==> src/sv/ws2812_pkg.sv <==
`timescale 1ns / 1ps
// Shared types and constants for the WS2812 pixel strip driver.
// No dependencies; every other file of the block imports this package.

package ws2812_pkg;

  // Pixel store geometry
  localparam int unsigned MaxPixels    = 1024;
  localparam int unsigned AddrW        = $clog2(MaxPixels);
  localparam int unsigned PixCntW      = 11;
  localparam int unsigned TickW        = 15;
  localparam int unsigned ColorW       = 8;
  localparam int unsigned PixW         = 3 * ColorW;
  localparam int unsigned BitsPerPixel = PixW;
  localparam int unsigned BitPosW      = $clog2(BitsPerPixel);
  localparam int unsigned CfgIdxW      = 3;

  // Register reset values
  localparam logic [PixCntW-1:0] PixelCountRst = PixCntW'(1);
  localparam logic [TickW-1:0]   ZeroHighRst   = TickW'(32);
  localparam logic [TickW-1:0]   ZeroLowRst    = TickW'(64);
  localparam logic [TickW-1:0]   OneHighRst    = TickW'(64);
  localparam logic [TickW-1:0]   OneLowRst     = TickW'(32);

  typedef enum logic [2:0] {
    OP_TICK  = 3'd0,
    OP_WRITE = 3'd1,
    OP_READ  = 3'd2,
    OP_CLEAR = 3'd3,
    OP_SHOW  = 3'd4
  } op_e;

  typedef enum logic [1:0] {
    ST_OK    = 2'd0,
    ST_RANGE = 2'd1,
    ST_BUSY  = 2'd2
  } status_e;

  typedef enum logic [CfgIdxW-1:0] {
    CFG_PIXEL_COUNT = 3'd0,
    CFG_ZERO_HIGH   = 3'd1,
    CFG_ZERO_LOW    = 3'd2,
    CFG_ONE_HIGH    = 3'd3,
    CFG_ONE_LOW     = 3'd4
  } cfg_e;

  // Request payload
  typedef struct packed {
    logic [2:0]        op;
    logic [9:0]        pixel_index;
    logic [ColorW-1:0] red_in;
    logic [ColorW-1:0] green_in;
    logic [ColorW-1:0] blue_in;
  } in_t;

  // Result payload
  typedef struct packed {
    logic              line_level;
    logic [ColorW-1:0] red_out;
    logic [ColorW-1:0] green_out;
    logic [ColorW-1:0] blue_out;
    logic [1:0]        status;
    logic              busy_res;
  } out_t;

  // Controller to datapath commands
  typedef struct packed {
    logic capture;     // latch request, clear result
    logic tick;        // advance waveform one tick
    logic wr_pixel;    // write request color
    logic mem_rd;      // issue store read
    logic sweep_wr;    // write zero at sweep address
    logic sweep_full;  // sweep covers whole store
    logic show_start;  // begin frame
    logic load_pixel;  // load shifter from read data
    logic rd_capture;  // read data into result
    logic err_range;
    logic err_busy;
    logic out_load;    // fill output register
  } cmd_t;

  // Datapath to controller status
  typedef struct packed {
    logic [2:0] op;
    logic       sending;
    logic       in_range;
    logic       needs_load;
    logic       pix_none;
    logic       sweep_full_last;
    logic       sweep_used_last;
  } stat_t;

endpackage

==> src/sv/ws2812_ctrl.sv <==
`timescale 1ns / 1ps
// Controller: sequences each request through the datapath and owns the
// request and result handshakes. Depends on ws2812_pkg.

module ws2812_ctrl import ws2812_pkg::*; (
  input  logic  clk_i,
  input  logic  rst_ni,
  input  logic  in_valid_i,
  output logic  in_ready_o,
  output logic  out_valid_o,
  input  logic  out_ready_i,
  input  stat_t stat_i,
  output cmd_t  cmd_o
);

  typedef enum logic [2:0] {
    S_INIT,
    S_IDLE,
    S_EXEC,
    S_LOAD,
    S_RDWAIT,
    S_CLEAR,
    S_RESP
  } state_e;

  state_e state_q, state_d;
  logic   out_valid_q;

  assign in_ready_o  = (state_q == S_IDLE);
  assign out_valid_o = out_valid_q;

  // Next state and commands
  always_comb begin
    cmd_o   = '0;
    state_d = state_q;
    case (state_q)
      S_INIT: begin
        // zero the whole store after reset
        cmd_o.sweep_wr   = 1'b1;
        cmd_o.sweep_full = 1'b1;
        if (stat_i.sweep_full_last) state_d = S_IDLE;
      end
      S_IDLE: begin
        if (in_valid_i) begin
          cmd_o.capture = 1'b1;
          state_d       = S_EXEC;
        end
      end
      S_EXEC: begin
        state_d = S_RESP;
        if (stat_i.sending &&
            stat_i.op inside {OP_WRITE, OP_READ, OP_CLEAR, OP_SHOW}) begin
          cmd_o.err_busy = 1'b1;
        end else begin
          case (stat_i.op)
            OP_TICK: begin
              cmd_o.tick = 1'b1;
              if (stat_i.needs_load) begin
                cmd_o.mem_rd = 1'b1;
                state_d      = S_LOAD;
              end
            end
            OP_WRITE: begin
              if (stat_i.in_range) cmd_o.wr_pixel  = 1'b1;
              else                 cmd_o.err_range = 1'b1;
            end
            OP_READ: begin
              if (stat_i.in_range) begin
                cmd_o.mem_rd = 1'b1;
                state_d      = S_RDWAIT;
              end else begin
                cmd_o.err_range = 1'b1;
              end
            end
            OP_CLEAR: begin
              if (!stat_i.pix_none) state_d = S_CLEAR;
            end
            OP_SHOW: begin
              if (!stat_i.pix_none) begin
                cmd_o.show_start = 1'b1;
                cmd_o.mem_rd     = 1'b1;
                state_d          = S_LOAD;
              end
            end
            default: ;
          endcase
        end
      end
      S_LOAD: begin
        cmd_o.load_pixel = 1'b1;
        state_d          = S_RESP;
      end
      S_RDWAIT: begin
        cmd_o.rd_capture = 1'b1;
        state_d          = S_RESP;
      end
      S_CLEAR: begin
        cmd_o.sweep_wr = 1'b1;
        if (stat_i.sweep_used_last) state_d = S_RESP;
      end
      S_RESP: begin
        if (!out_valid_q || out_ready_i) begin
          cmd_o.out_load = 1'b1;
          state_d        = S_IDLE;
        end
      end
      default: state_d = S_IDLE;
    endcase
  end

  // State and result valid
  always_ff @(posedge clk_i or negedge rst_ni) begin
    if (!rst_ni) begin
      state_q     <= S_INIT;
      out_valid_q <= 1'b0;
    end else begin
      state_q <= state_d;
      if (cmd_o.out_load)   out_valid_q <= 1'b1;
      else if (out_ready_i) out_valid_q <= 1'b0;
    end
  end

endmodule

==> config.mk <==
export PLATFORM = sky130hd
export DESIGN_NAME = ws2812_ctrl
export DESIGN_NICKNAME = d
export VERILOG_FILES = /design/src/sv/ws2812_pkg.sv /design/src/sv/ws2812_ctrl.sv
export SDC_FILE = /design/constraint.sdc
export NUM_CORES = 1
export LEC_CHECK = 0
export BUFFER_PORTS_ARGS = -buffer_cell sky130_fd_sc_hd__buf_2
export CAP_MARGIN = 10
export CORE_AREA = 5 5 42 44
export DETAILED_ROUTE_END_ITERATION = 16
export DIE_AREA = 0 0 47 49
export GPL_ROUTABILITY_DRIVEN = 0
export GPL_TIMING_DRIVEN = 0
export PLACE_DENSITY = 0.76
export SYNTH_ARGS = -nofsm -noshare
export SYNTH_HDL_FRONTEND = slang
export SYNTH_SLANG_ARGS = --single-unit
==> constraint.sdc <==
create_clock -name clk_i -period 3 [get_ports clk_i]
set_clock_uncertainty 0.15 [all_clocks]
set_input_delay 0.3 -clock clk_i [delete_from_list [all_inputs] [get_ports clk_i]]
set_output_delay 0.3 -clock clk_i [all_outputs]
set_load 0.02 [all_outputs]
Word level (Yosys, flattened, before mapping)
Index checks and enable logic that the tools add are counted.
- register bits after elaboration: 4
- input bits: 13
- output and inout bits: 14
- word-level logic and storage cells: 64
- equal/unequal tests: 14
- mux-type cells: 37
- reduce and logical (&&, ||, !) cells: 11
- operators with widths (cell ; count):
    $mux 3 ; 9
    $mux 1 ; 22
    $pmux 3 s6 ; 1
    $eq 3x2->1 const B ; 4
    $eq 3x3->1 const B ; 4
    $pmux 3 s4 ; 1
    $ne 2x2->1 const B ; 4
    $eq 3x1->1 const B ; 2
    $logic_not 3->1 ; 2
    $mux 2 ; 3
    $reduce_or 2->1 ; 3
    $reduce_and 4->1 ; 1
    $reduce_bool 4->1 ; 1
    $pmux 1 s3 ; 1
    $reduce_bool 2->1 ; 1
    $logic_and 1x1->1 ; 1
    $logic_not 1->1 ; 1
    $logic_or 1x1->1 ; 1

Longest topological paths before layout
- depth in word-level cells: 5
- depth in mapped cells: 5
- depth with buffers taken out: 4

Worst setup path before layout
Ideal clock, no wire load.
- path type: input -> output
- start point: in stat_i[8] (netlist name)
- end point: out cmd_o[2] (netlist name)
- arrival: 1.480 ns
- required time: 2.550 ns
- setup slack: 1.070 ns
- stages: 5
- path buffers: 1
- path through: buf_6 -> or3_4 -> nand3_4 -> nand3_4 -> nor4_2
- RTL lines (what ; RTL line ; text):
    from (decl) ; ws2812_ctrl.sv:12 ; input stat_t stat_i,
    to (decl) ; ws2812_ctrl.sv:13 ; output cmd_t cmd_o

==> metrics.txt <==
R2R cell count 3; Overall Power 0.579 mW; commonest non-fill, non-tap cell in the layout buf_2; Worst Hold Depth 3; CP arrival 1.59 ns; core area 0.00140 mm^2; synthesized cell area 549 um^2; final core occ 51.5%; slew margin rel. 71.2%; Cell Int Power 0.282 mW; WP data required 2.55 ns; Clock Latency Late Sink 0.23 ns; pins over their slew limit 0; Post-Syn Nets 82; CP cell instances nor2_4 > nand2_1 > or3_1 > nor3_1 > buf_2; Post-CTS Setup Inserts 0; Vias/cell 5.22; Yosys top cell area share 18.2%; Worst Max-Slew Pin Slew 0.432 ns; Non-Filler Instances 113; synthesis warning total 0; sequential share of power 19.4%; initial detailed-routing violation count 5; die footprint 0.00230 mm^2; Crit. End Element output port; # H-tree levels 1; combinational power share 69.2%; clock network power share 11.4%; slowest CP cell dfrtp_1; first-pass GRT wire length 2340 um; Initial Util 39.2%; Hold Fails Final Rpt 0; Worst Setup Path Type reg2out; Die Ht 49 um; R2R Setup Slk 1.54 ns; total track usage 13.1%; maximum vdd drop 534 uV; RR Endpoint state_q[0]; CP max FO 6; vias in the first global route 546; sequential element share of the synthesized area 18.2%; PwrDens 802 mW/mm^2; Placed Cells 109; Final min period 2.04 ns; CTS tree yes; routed len/inst 12.5 um; DRC 0; Netlist cell types 36; largest area contributor in the netlist dfrtp_1; Routed WL 1420 um; Num CTS Buffers 3; antenna-violating nets left 0; synthesized area per cell 7.96 um^2; Overflow after GRT 0; biggest cell delay along the critical path 0.45 ns; root buf cell clkbuf_4; chip width 47 um; Multi-input gate area 394 um^2; DR pass1 iterations 2; Lkg Pwr 0.335 nW; largest net degree at the start of global routing 11; Worst Hold Class in2reg; FILL cells 154; clk slew on worst S/H paths 0.04 ns; Top Ports 27; ant diodes 0; Hold-fix buffers, CTS 1; RSZ-0062 raised after global routing false; sw frac 51.3%; final setup vio count 0; CP startpoint state_q[2]; std cell rows 14; Port-buffer cells 24; Final nets 112; final HPWL from detailed placement 1140 um; Vias 590; Clock Tree Buf Depth 2; Fmax achieved 490 MHz; antenna violations before repair 0; net switching power figure 0.297 mW; reported max-cap violation count 0; post_cts resized 0; CP Launch Type register; synth top area cells dfrtp_1 (18%), nand3_4 (6.4%), nor2_1 (6.2%), mux2i_1 (5.5%), nor3_1 (4.6%); storage element area 100 um^2; Hold Crit Endpoint out_valid_o; Tcrit/Tclk final 68.0%; layout cell share with drive strength beyond 1 43.3%; reg-to-reg startpoint state_q[2]; most frequent cells in the layout buf_2 (26), nor2_1 (9), nand2_1 (6), nor3_1 (5), dfrtp_1 (4); CTS sink count 4; Hold Startpoint out_ready_i; Yosys reg bits 4; cell count after synthesis 69; Setup Total Neg Slack 0 ns; P&R area growth vs syn 31.4%; status finished clean
[how the worst max path moves through the flow]
| stage | slack (ns) | cells past startpoint | end |
|---|---|---|---|
| finish | 0.96 | 5 | cmd_o[5] |
| global route | 0.85 | 4 | cmd_o[0] |
| CTS | 0.95 | 5 | cmd_o[5] |
| detailed placement | 1.08 | 6 | cmd_o[2] |
| global placement | 1.12 | 6 | cmd_o[9] |
| floorplan | 1.07 | 5 | cmd_o[2] |
[metal layers]
metal / part of all wire [%] / up-vias / GRT usage (%)
li1: - / 303 / -
met1: 44 / 260 / 18.5
met2: 44 / 27 / 19.0
met3: 13 / 0 / 5.17
met4: 0 / 0 / 1.84
met5: 0 / - / 0
[power by group through the flow]
stage | combinational (mW) | clock, mW | sequential, mW
after floorplan | 0.300 | 0 | 0.114
after global placement | 0.393 | 0 | 0.112
after detailed placement | 0.403 | 0 | 0.113
after CTS | 0.406 | 0.0681 | 0.113
after global routing | 0.447 | 0.0741 | 0.117
final | 0.401 | 0.0661 | 0.112
[flip-flops by register name, summed over array words and instances, names as in the netlist]
name         flops
out_valid_o      1
state_q          3
[area by class of cell]
class                   count  share of cell area [%]
multi-input cells          56                    54.6
flip-flops and latches      4                    13.9
plain buffers               7                    6.59
repair buffers             25                    18.0
well taps                  16                    2.77
clock buffers               3                    3.12
inverters                   2                    1.04
[logic make-up (layout without fill, tap and decap cells)]
family,count (synthesis),in the layout,synth area share (%)
flops,4,4,18.2
simple gates,37,37,44.9
mux,3,3,5.47
compound gates,14,14,18.2
xor+xnor,2,2,3.19
buf+inv,9,37,10.0
[synth_stat cells]
master	instances
nand2_1	6
nor3_1	5
a21oi_1	2
nor3_2	1
nand3b_1	1
xnor2_1	1
or3_4	1
inv_1	2
nor4_2	2
o21ai_2	1
nor3b_1	1
and2_1	1
o22a_2	1
a21bo_2	1
buf_2	2
o21a_1	1
a221oi_1	1
or3_1	1
nor2b_1	2
dfrtp_1	4
mux2i_1	3
o2111ai_1	1
clkbuf_1	2
a31oi_1	2
o21ai_0	2
nor2_1	9
nand3_4	2
buf_4	1
nor2_4	1
o22ai_1	1
xor2_1	1
nor4b_1	1
nand2b_1	2
nand4bb_1	1
o31ai_1	1
buf_6	2
[critical path: cells and delay by family, from the launching register on]
family | cells | cell delay (ns)
flip-flops | 1 | 0.45
AND/OR/NAND/NOR | 4 | 0.72
buffers and inverters | 1 | 0.19
[per-stage QoR]
step | cell area, um^2 | worst slack [ns] | hold slack, ns
after floorplan | 549 | 1.07 | -0.146
after global placement | 689 | 1.12 | -0.0448
after detailed placement | 689 | 1.08 | -0.0419
after CTS | 722 | 0.955 | 0.215
after global routing | 722 | 0.853 | 0.240
final | 722 | 0.960 | 0.223
Note: power is estimated with default switching activity, not from simulation.
